[src/design/sbda_pkg.sv]
// Shared constants and helpers for the signed binary to decimal ASCII unit.
package sbda_pkg;

    localparam int VALUE_WIDTH_DEFAULT = 64;
    localparam int VALUE_PORT_W        = 64;
    localparam int CHAR_W              = 8;
    localparam int QUEUE_DEPTH         = 2;
    localparam int BITS_PER_STEP       = 4;

    localparam logic [CHAR_W-1:0] MINUS_CODE = 8'h2D;
    localparam logic [CHAR_W-1:0] DIGIT_BASE = 8'h30;

    localparam logic [3:0] BCD_ADJUST_LIMIT = 4'd5;
    localparam logic [3:0] BCD_ADJUST       = 4'd3;

    // Decimal digits needed for any magnitude of w bits: floor(w * log10(2)) + 1.
    function automatic int digit_count(input int w);
        return (w * 30103) / 100000 + 1;
    endfunction

endpackage

[src/design/sbda_front.sv]
// Front end: takes a request, splits sign and magnitude, converts the magnitude to BCD.
module sbda_front #(
    parameter int VALUE_WIDTH = sbda_pkg::VALUE_WIDTH_DEFAULT,
    parameter int NUM_DIGITS  = sbda_pkg::digit_count(VALUE_WIDTH),
    parameter int IDX_W       = (NUM_DIGITS > 1) ? $clog2(NUM_DIGITS) : 1,
    parameter int ENTRY_W     = 1 + IDX_W + NUM_DIGITS * 4
) (
    input  logic                              clk,
    input  logic                              rst_n,
    input  logic                              push,
    output logic                              full,
    input  logic [sbda_pkg::VALUE_PORT_W-1:0] value,
    output logic                              q_push,
    output logic [ENTRY_W-1:0]                q_data,
    input  logic                              q_full
);

    localparam int STEPS  = (VALUE_WIDTH + sbda_pkg::BITS_PER_STEP - 1) / sbda_pkg::BITS_PER_STEP;
    localparam int PAD_W  = STEPS * sbda_pkg::BITS_PER_STEP;
    localparam int CNT_W  = (STEPS > 1) ? $clog2(STEPS) : 1;
    localparam int BCD_W  = NUM_DIGITS * 4;

    typedef enum logic [1:0] {
        IDLE,
        CONVERT,
        DONE
    } state_t;

    state_t                 state_reg;
    logic [CNT_W-1:0]       cnt_reg;
    logic                   neg_reg;
    logic [PAD_W-1:0]       bin_reg;
    logic [BCD_W-1:0]       bcd_reg;

    logic [VALUE_WIDTH-1:0] raw;
    logic [VALUE_WIDTH-1:0] mag;
    logic                   accept;
    logic [PAD_W-1:0]       bin_next;
    logic [BCD_W-1:0]       bcd_next;
    logic [IDX_W-1:0]       top_idx;

    assign raw    = value[VALUE_WIDTH-1:0];
    assign mag    = raw[VALUE_WIDTH-1] ? (~raw + VALUE_WIDTH'(1)) : raw;
    assign full   = (state_reg != IDLE);
    assign accept = push && !full;

    always_comb
    begin
        logic [BCD_W-1:0] work;
        logic [PAD_W-1:0] bits;
        work = bcd_reg;
        bits = bin_reg;
        for (int s = 0; s < sbda_pkg::BITS_PER_STEP; s++)
        begin
            for (int d = 0; d < NUM_DIGITS; d++)
            begin
                if (work[d*4 +: 4] >= sbda_pkg::BCD_ADJUST_LIMIT)
                begin
                    work[d*4 +: 4] = work[d*4 +: 4] + sbda_pkg::BCD_ADJUST;
                end
            end
            work = {work[BCD_W-2:0], bits[PAD_W-1]};
            bits = {bits[PAD_W-2:0], 1'b0};
        end
        bcd_next = work;
        bin_next = bits;
    end

    always_comb
    begin
        top_idx = '0;
        for (int d = 0; d < NUM_DIGITS; d++)
        begin
            if (bcd_reg[d*4 +: 4] != 4'd0)
            begin
                top_idx = IDX_W'(d);
            end
        end
    end

    assign q_push = (state_reg == DONE) && !q_full;
    assign q_data = {neg_reg, top_idx, bcd_reg};

    always_ff @(posedge clk or negedge rst_n)
    begin
        if (!rst_n)
        begin
            state_reg <= IDLE;
            cnt_reg   <= '0;
        end
        else
        begin
            unique case (state_reg)
                IDLE:
                begin
                    if (accept)
                    begin
                        state_reg <= CONVERT;
                        cnt_reg   <= '0;
                    end
                end
                CONVERT:
                begin
                    if (cnt_reg == CNT_W'(STEPS - 1))
                    begin
                        state_reg <= DONE;
                    end
                    cnt_reg <= cnt_reg + CNT_W'(1);
                end
                DONE:
                begin
                    if (!q_full)
                    begin
                        state_reg <= IDLE;
                    end
                end
                default:
                begin
                    state_reg <= IDLE;
                end
            endcase
        end
    end

    always_ff @(posedge clk)
    begin
        if (accept)
        begin
            neg_reg <= raw[VALUE_WIDTH-1];
            bin_reg <= PAD_W'(mag);
            bcd_reg <= '0;
        end
        else if (state_reg == CONVERT)
        begin
            bin_reg <= bin_next;
            bcd_reg <= bcd_next;
        end
    end

endmodule

[src/design/sbda_queue.sv]
// Short queue of converted numbers between the front and back ends.
module sbda_queue #(
    parameter int ENTRY_W = 8,
    parameter int DEPTH   = sbda_pkg::QUEUE_DEPTH
) (
    input  logic               clk,
    input  logic               rst_n,
    input  logic               wr_en,
    input  logic [ENTRY_W-1:0] wr_data,
    output logic               q_full,
    input  logic               rd_en,
    output logic [ENTRY_W-1:0] rd_data,
    output logic               q_empty
);

    localparam int PTR_W = (DEPTH > 1) ? $clog2(DEPTH) : 1;
    localparam int CNT_W = $clog2(DEPTH + 1);

    logic [ENTRY_W-1:0] mem_reg [DEPTH];
    logic [PTR_W-1:0]   wr_ptr_reg;
    logic [PTR_W-1:0]   rd_ptr_reg;
    logic [CNT_W-1:0]   count_reg;
    logic               do_wr;
    logic               do_rd;

    assign q_full  = (count_reg == CNT_W'(DEPTH));
    assign q_empty = (count_reg == '0);
    assign do_wr   = wr_en && !q_full;
    assign do_rd   = rd_en && !q_empty;
    assign rd_data = mem_reg[rd_ptr_reg];

    always_ff @(posedge clk or negedge rst_n)
    begin
        if (!rst_n)
        begin
            wr_ptr_reg <= '0;
            rd_ptr_reg <= '0;
            count_reg  <= '0;
        end
        else
        begin
            if (do_wr)
            begin
                wr_ptr_reg <= (wr_ptr_reg == PTR_W'(DEPTH - 1)) ? '0 : wr_ptr_reg + PTR_W'(1);
            end
            if (do_rd)
            begin
                rd_ptr_reg <= (rd_ptr_reg == PTR_W'(DEPTH - 1)) ? '0 : rd_ptr_reg + PTR_W'(1);
            end
            if (do_wr && !do_rd)
            begin
                count_reg <= count_reg + CNT_W'(1);
            end
            else if (do_rd && !do_wr)
            begin
                count_reg <= count_reg - CNT_W'(1);
            end
        end
    end

    always_ff @(posedge clk)
    begin
        if (do_wr)
        begin
            mem_reg[wr_ptr_reg] <= wr_data;
        end
    end

endmodule

[src/design/sbda_back.sv]
// Back end: emits sign and significant digits of one number, one character a cycle on pop.
module sbda_back #(
    parameter int NUM_DIGITS = 20,
    parameter int IDX_W      = 5,
    parameter int ENTRY_W    = 1 + IDX_W + NUM_DIGITS * 4
) (
    input  logic                        clk,
    input  logic                        rst_n,
    input  logic                        q_empty,
    input  logic [ENTRY_W-1:0]          q_data,
    output logic                        q_pop,
    output logic                        empty,
    input  logic                        pop,
    output logic [sbda_pkg::CHAR_W-1:0] char_code,
    output logic                        last
);

    localparam int BCD_W = NUM_DIGITS * 4;

    logic             active_reg;
    logic             sign_reg;
    logic [IDX_W-1:0] idx_reg;
    logic [BCD_W-1:0] bcd_reg;

    logic             take;
    logic             final_char;
    logic             load;
    logic [3:0]       digit;

    assign final_char = !sign_reg && (idx_reg == '0);
    assign take       = pop && active_reg;
    assign load       = !q_empty && (!active_reg || (take && final_char));
    assign q_pop      = load;

    assign digit     = bcd_reg[idx_reg*4 +: 4];
    assign empty     = !active_reg;
    assign last      = final_char;
    assign char_code = sign_reg ? sbda_pkg::MINUS_CODE
                                : sbda_pkg::DIGIT_BASE + {4'd0, digit};

    always_ff @(posedge clk or negedge rst_n)
    begin
        if (!rst_n)
        begin
            active_reg <= 1'b0;
            sign_reg   <= 1'b0;
            idx_reg    <= '0;
        end
        else if (load)
        begin
            active_reg <= 1'b1;
            sign_reg   <= q_data[ENTRY_W-1];
            idx_reg    <= q_data[BCD_W +: IDX_W];
        end
        else if (take)
        begin
            if (sign_reg)
            begin
                sign_reg <= 1'b0;
            end
            else if (idx_reg == '0)
            begin
                active_reg <= 1'b0;
            end
            else
            begin
                idx_reg <= idx_reg - IDX_W'(1);
            end
        end
    end

    always_ff @(posedge clk)
    begin
        if (load)
        begin
            bcd_reg <= q_data[BCD_W-1:0];
        end
    end

endmodule

[src/design/signed_binary_to_decimal_ascii_unit.sv]
// Top level of the signed binary to decimal ASCII unit.
//
//  Channel   Handshake          Payload            Meaning
//  request   push / full        value[63:0]        signed integer, low VALUE_WIDTH bits used
//  result    empty / pop        char_code, last    one ASCII character, last marks the end
//
// The front end takes a request, converts its magnitude by four-bit double-dabble steps
// and then hands it to the queue; it takes no new request until that hand-off is done.
// The back end emits one character a cycle while pop is high, up to 20 for one number
// at 64 bits, while the front end converts the next number.
// A stalled result holds the back end; the front end stalls only when the queue is full.
// Reset empties the queue and both ends at once; no clearing pass is needed.
module signed_binary_to_decimal_ascii_unit #(
    parameter int VALUE_WIDTH = sbda_pkg::VALUE_WIDTH_DEFAULT
) (
    input  logic                              clk,
    input  logic                              rst_n,
    input  logic                              push,
    output logic                              full,
    input  logic [sbda_pkg::VALUE_PORT_W-1:0] value,
    output logic                              empty,
    input  logic                              pop,
    output logic [sbda_pkg::CHAR_W-1:0]       char_code,
    output logic                              last
);

    localparam int NUM_DIGITS = sbda_pkg::digit_count(VALUE_WIDTH);
    localparam int IDX_W      = (NUM_DIGITS > 1) ? $clog2(NUM_DIGITS) : 1;
    localparam int ENTRY_W    = 1 + IDX_W + NUM_DIGITS * 4;

    logic               fq_push;
    logic [ENTRY_W-1:0] fq_data;
    logic               fq_full;
    logic               bq_pop;
    logic [ENTRY_W-1:0] bq_data;
    logic               bq_empty;

    sbda_front #(
        .VALUE_WIDTH(VALUE_WIDTH),
        .NUM_DIGITS (NUM_DIGITS),
        .IDX_W      (IDX_W),
        .ENTRY_W    (ENTRY_W)
    ) u_front (
        .clk    (clk),
        .rst_n  (rst_n),
        .push   (push),
        .full   (full),
        .value  (value),
        .q_push (fq_push),
        .q_data (fq_data),
        .q_full (fq_full)
    );

    sbda_queue #(
        .ENTRY_W(ENTRY_W),
        .DEPTH  (sbda_pkg::QUEUE_DEPTH)
    ) u_queue (
        .clk     (clk),
        .rst_n   (rst_n),
        .wr_en   (fq_push),
        .wr_data (fq_data),
        .q_full  (fq_full),
        .rd_en   (bq_pop),
        .rd_data (bq_data),
        .q_empty (bq_empty)
    );

    sbda_back #(
        .NUM_DIGITS(NUM_DIGITS),
        .IDX_W     (IDX_W),
        .ENTRY_W   (ENTRY_W)
    ) u_back (
        .clk       (clk),
        .rst_n     (rst_n),
        .q_empty   (bq_empty),
        .q_data    (bq_data),
        .q_pop     (bq_pop),
        .empty     (empty),
        .pop       (pop),
        .char_code (char_code),
        .last      (last)
    );

    // The front end never offers a converted number to a full queue.
    assert property (@(posedge clk) disable iff (!rst_n) fq_push |-> !fq_full)
        else $error("Converted number pushed into a full queue.");

    // A character taken without the end mark is always followed by another one.
    assert property (@(posedge clk) disable iff (!rst_n) (pop && !empty && !last) |=> !empty)
        else $error("Number text ended without an end mark.");

    // A minus sign is always followed by a digit, never by another sign.
    assert property (@(posedge clk) disable iff (!rst_n)
        (pop && !empty && char_code == sbda_pkg::MINUS_CODE)
        |=> (!empty && char_code != sbda_pkg::MINUS_CODE))
        else $error("Minus sign not followed by a digit.");

endmodule
[config.mk]
export PLATFORM = sky130hd
export DESIGN_NAME = signed_binary_to_decimal_ascii_unit
export DESIGN_NICKNAME = d
export VERILOG_FILES = /design/src/design/sbda_pkg.sv /design/src/design/sbda_front.sv /design/src/design/sbda_queue.sv /design/src/design/sbda_back.sv /design/src/design/signed_binary_to_decimal_ascii_unit.sv
export SDC_FILE = /design/constraint.sdc
export NUM_CORES = 1
export LEC_CHECK = 0
export ABC_CLOCK_PERIOD_IN_PS = 4700
export BUFFER_PORTS_ARGS = -buffer_cell sky130_fd_sc_hd__buf_2
export CAP_MARGIN = 20
export CORE_MARGIN = 1.5
export CORE_UTILIZATION = 35
export CTS_CLUSTER_SIZE = 24
export DETAILED_ROUTE_END_ITERATION = 10
export PLACE_DENSITY = 0.57
export REMOVE_ABC_BUFFERS = 1
export SLEW_MARGIN = 20
export SYNTH_ARGS = -nofsm -noshare
export SYNTH_HDL_FRONTEND = slang
export SYNTH_SLANG_ARGS = --single-unit
[constraint.sdc]
create_clock -name clk -period 4.7 [get_ports clk]
set_input_delay 0.705 -clock clk [delete_from_list [all_inputs] [get_ports clk]]
set_output_delay 0.705 -clock clk [all_outputs]
set_load 0.005 [all_outputs]
# Yosys cells after proc, flatten, opt, wreduce, memory -nomap -nowiden
# Memories as Yosys holds them, arrays and structs flattened.
# Index checks and enable logic that the tools add are counted.
# totals
ff_bits	242
ram_bits	172
in_bits	68
output_inout_bits	11
wordCells	367
n_memories	1
# memory_table
name	words	width	read_ports	rd_clocked_by_memory_dff	write_ports	line	text
u_queue.mem_reg	2	86	1	0	1	sbda_queue.sv:19	logic [ENTRY_W-1:0] mem_reg [DEPTH];
# classes
addsub	88
n_lt_le_gt_ge	80
n_eq_ne	9
n_shift	1
n_mux	125
bitwise	1
reduce_logical	50
# op_table
cell	n
$mux 4	85
$ge 4x3->1 const B	80
$add 4x2->4 const B	76
$mux 64	3
$shiftx 80x8->4	1
$reduce_bool 4->1	19
$add 64x1->64 const B	1
$not 64->64	1
$mux 5	8
$mux 3	8
$mux 2	7
$add 3x2->3 const B	4
$reduce_bool 2->1	6
$mux 1	11
$logic_and 1x1->1	10
$reduce_and 3->1	3
$mux 8	1
$pmux 4 s2	1
$add 6x4->7 const A	1
$logic_not 1->1	7
$ne 2x2->1 const B	3
$pmux 2 s3	1
$logic_not 5->1	1
$sub 5x1->5 const B	1
11 further kinds	15

# Depth between registers and ports, before layout
# logic_depth
ltp_word	20
depth_mapped	20
ltp_nobuf	20

# Modules after synthesis
# A second synthesis with hierarchy kept.
# unflattened
cells_unflattened	2678
hier_area_um2	26427.8
# by_module_without_submodules
module	n_inst	cells_each	area_each_um2	seq_area_each_um2
sbda_front	1	2176	16331.9	3703.6
sbda_queue	1	287	6523.8	5265.0
sbda_back	1	215	3572.2	2577.5

# Least setup slack after synthesis
# No wires, ideal clock.
# synth_timing
path_kind	flip-flop to flip-flop
from	register u_front.state_reg[0]
to	memory u_queue.mem_reg[0][0] (netlist name), enable pin
t_arrival_ns	4.293
path_slack_ns	-0.124
stages_incl_launch_ff	4
path_cell_list	dfrtp_1 > nand2b_1 > nand2b_1 > nor2_1
# synth_via
elab_chain_cells	5
# synth_lines
element	line	text
start, declared	sbda_front.sv:29	state_t state_reg;
start signal, assigned	sbda_front.sv:88	state_reg <= IDLE;
start signal, assigned	sbda_front.sv:98	state_reg <= CONVERT;
start signal, assigned	sbda_front.sv:106	state_reg <= DONE;
$eq 2x2->1	sbda_front.sv:81	assign q_push = (state_reg == DONE) && !q_full;
$logic_and 1x1->1	sbda_front.sv:81	
$logic_and 1x1->1	sbda_queue.sv:28	assign do_wr = wr_en && !q_full;
$mux 1	sbda_queue.sv:63	if (do_wr)
$mux 1 (implied by the code)	sbda_queue.sv:65	mem_reg[wr_ptr_reg] <= wr_data;
end, declared	sbda_queue.sv:19	
# No other way between the ends.

# Worst setup path in the final report
# layout_timing
from	register u_front.bcd_reg[60]
to	register u_front.bcd_reg[61]
# layout_via
elab_chain_cells	8
word_cells_on_any_way	11
# layout_lines
element	line	text
start, declared	sbda_front.sv:33	logic [BCD_W-1:0] bcd_reg;
start signal, assigned	sbda_front.sv:136	bcd_reg <= bcd_next;
$add 4x2->4 or $ge 4x3->1 (tied branches)	sbda_front.sv:59, sbda_front.sv:57	
$mux 4 *	sbda_front.sv:57	if (work[d*4 +: 4] >= sbda_pkg::BCD_ADJUST_LIMIT)
$add 4x2->4 or $ge 4x3->1 (tied branches)	sbda_front.sv:59, sbda_front.sv:57	
$mux 4 *	sbda_front.sv:57	
$add 4x2->4 or $ge 4x3->1 (tied branches)	sbda_front.sv:59, sbda_front.sv:57	
$mux 4 *	sbda_front.sv:57	
$ge 4x3->1 *	sbda_front.sv:57	
$mux 4 *	sbda_front.sv:57	
# Mark *: on every way between the ends. The rest lies on a longest branch, timed or not.
# A chain may end at the register's enable or synchronous reset.

==> results.yml <==
status:
  outcome: "completed"
clock_tree:
  ctsHoldBuffers: 0
  cts.sinks: 414
  cts_buffers: 45
  cts_resized: 0
  post_cts_buffers: 0
  cts-htree-levels: 2
  insertion_delay_ns: 0.58
  cts_tree: "done"
  cts_buffer_depth: 3
  clk_pin_slew_ns: 0.06
  ctsRootBufferMaster: "clkbuf_16"
hold_path:
  hold_class: "in2async"
setup_path:
  slowest_stage: "a211oi_1"
  criticalPathCategory: "reg2reg"
  path_max_fanout: 9
  cp.arrival_ns: 4.68
  path_cells: "inv_1 > ha_1 > nor2b_1 > o21ai_0 > or2_2 > ha_1 > o21bai_1 > a211oi_1 > nor2_1 > inv_1 > ha_1 > a211oi_1 > a211oi_1 > a2bb2oi_1 > nand2b_1 > a22oi_1 > a22o_1"
  cp-start-kind: "flop"
  end_kind: "flop"
  cp.required_ns: 5.17
  critPathMaxStageDelay_ns: 0.42
logic_synthesis:
  async_reset_ff_share_pct: 4.11
  synth_edf_count: 317
  syn_area_mm2: 0.0263
  syn_inst: 2651
  synth_sequential_area_ratio_pct: 43.8
  avgSynthCellArea_um2: 9.93
  synthFlopType: "edfxtp_1"
  ys_ff_latch: 414
  ys_types: 85
  ys_warn_count: 0
layout:
  fin_nets: 2843
  mostFrequentLayoutCells: "edfxtp_1 (317), o21ai_0 (265), nand2_1 (258), nor2_1 (143), inv_1 (137)"
  drive_above_1_share_pct: 13.1
  layout_commonest_cell: "edfxtp_1"
  final_area_mm2: 0.0292
  largest_reg_flops: 172
  num_antenna_cells: 0
  syn_to_final_growth_pct: 10.8
  n_fill_cell: 7259
flow_run:
  maxCapViolations: 0
global_routing:
  grt_overflow: 0
  antenna_found_initial: 0
  grt_max_degree: 108
  grt_pass1_wl_um: 103000
  grtUsageTotal_pct: 16.2
  grt_pass1_vias: 20000
floorplan:
  coreArea_mm2: 0.0744
  chipWidth_um: 277
  fp.dieH_um: 277
  num_io_pins: 79
  start_util_pct: 35.4
  core.rowCount: 100
  die_area_mm2: 0.0769
placed_design:
  dp_hpwl_um: 45400
  placed_cell_area_mm2: 0.0277
  port_buffers: 75
  place_congestion: 0.831
routing:
  first_pass_iters: 5
  avgViaCountPerCell: 5.61
  num_vias: 20700
  first_iter_violations: 1627
  antenna_left: 0
  drc: 0
  wl_per_cell_um: 17.3
  routed_wl_um: 64000
timing:
  worstMarginPinSlew_ns: 1.04
  setup_viol: 0
  finalHoldViolCount: 0
  final_max_slew_viol_count: 0
  fmax_mhz: 237
  rsz0062_at_grt: "no"
  skew_ns: 0.0145
  layout_min_cycle_time_ns: 4.21
  tns_ns: 0
  relSlewSlack_pct: 30.7
  min_period_over_period_pct: 89.7
area by class of cell:
class                   count  area (µm²)  area share (%)
clock inverters            20         228           0.781
inverters                 140         527            1.81
multi-input cells        1992       13900            47.5
clock buffers              63        1250            4.27
well taps                 969        1210            4.16
repair buffers             97         541            1.85
flip-flops and latches    414       11500            39.6
routing by layer:
layer  vias up  global-route usage [%]  routed length, µm
met1     10000                    21.3              29700
li1      10100                       -                  -
met5         -                       0                  0
met3        98                    1.89               2410
met2       451                    28.0              30400
met4         0                    4.72               1450
Yosys cell counts, types with 53 or more instances:
| cell type | instances | area (µm²) |
|---|---|---|
| nor2_1 | 145 | 544 |
| nand2_1 | 259 | 972 |
| o21ai_0 | 265 | 1330 |
| mux2_2 | 100 | 1130 |
| inv_1 | 139 | 522 |
| edfxtp_1 | 317 | 9520 |
| clkbuf_1 | 78 | 293 |
| xor2_1 | 69 | 604 |
| dfxtp_1 | 80 | 1600 |
| nand2b_1 | 53 | 332 |
| mux2i_1 | 55 | 551 |
| ha_1 | 85 | 1060 |
| a21oi_1 | 105 | 526 |
| nand3_1 | 53 | 265 |
cell families (layout without fill, tap and decap cells):
family	count (synthesis)	after routing	share of synthesized area [%]
AND/OR/NAND/NOR	809	809	15.5
flip-flops	414	414	43.8
adder cells (fa/ha/maj)	85	85	4.04
buffers and inverters	246	320	3.65
XOR/XNOR	86	86	2.86
AO/OA/AOI/OAI	830	830	21.6
multiplexers	179	179	8.42
other	2	3	0.0285
stage by stage:
| step | setup slack (ns) | std cells | hold WS [ns] | utilization (%) |
|---|---|---|---|---|
| 2_1_floorplan | -3.07 | 2546 | 0.409 | - |
| 3_3_place_gp | 0.648 | 3612 | 0.434 | 37.2 |
| 3_5_place_dp | 0.553 | 3612 | 0.464 | 37.2 |
| 4_1_cts | 0.542 | 3695 | 0.0409 | 39.2 |
| 5_1_grt | 0.0896 | 3695 | 0.0753 | 39.2 |
| 6_report | 0.486 | 3695 | 0.0573 | 39.2 |
final timing paths:
path                                                       start                          endpoint  slack, ns  cells past startpoint
worst min-delay path                                       rst_n    u_front.cnt_reg[2]$_DFFE_PN0P_       0.06                      1
min in group clk                   u_front.bin_reg[60]$_DFFE_PP_   u_front.bcd_reg[0]$_SDFFE_PP0P_       0.48                      2
worst max-delay path            u_front.bcd_reg[60]$_SDFFE_PP0P_  u_front.bcd_reg[61]$_SDFFE_PP0P_       0.49                     17
worst min register to register     u_front.bin_reg[60]$_DFFE_PP_   u_front.bcd_reg[0]$_SDFFE_PP0P_       0.48                      2
worst max register to register  u_front.bcd_reg[60]$_SDFFE_PP0P_  u_front.bcd_reg[61]$_SDFFE_PP0P_       0.49                     17
max in group asynchronous                                  rst_n    u_queue.rd_ptr_reg$_DFFE_PN0P_       4.32                      1
critical path, delay by kind of cell, from the launching register on:
family                   cells  cell delay [ns]
buffers and inverters        2             0.17
adder cells (fa/ha/maj)      3             0.79
AO/OA/AOI/OAI                8             1.89
flip-flops                   1             0.41
AND/OR/NAND/NOR              4             0.85
Power is not shown: default switching activity piles up to over one toggle a cycle in this logic, so the estimate is an artifact.
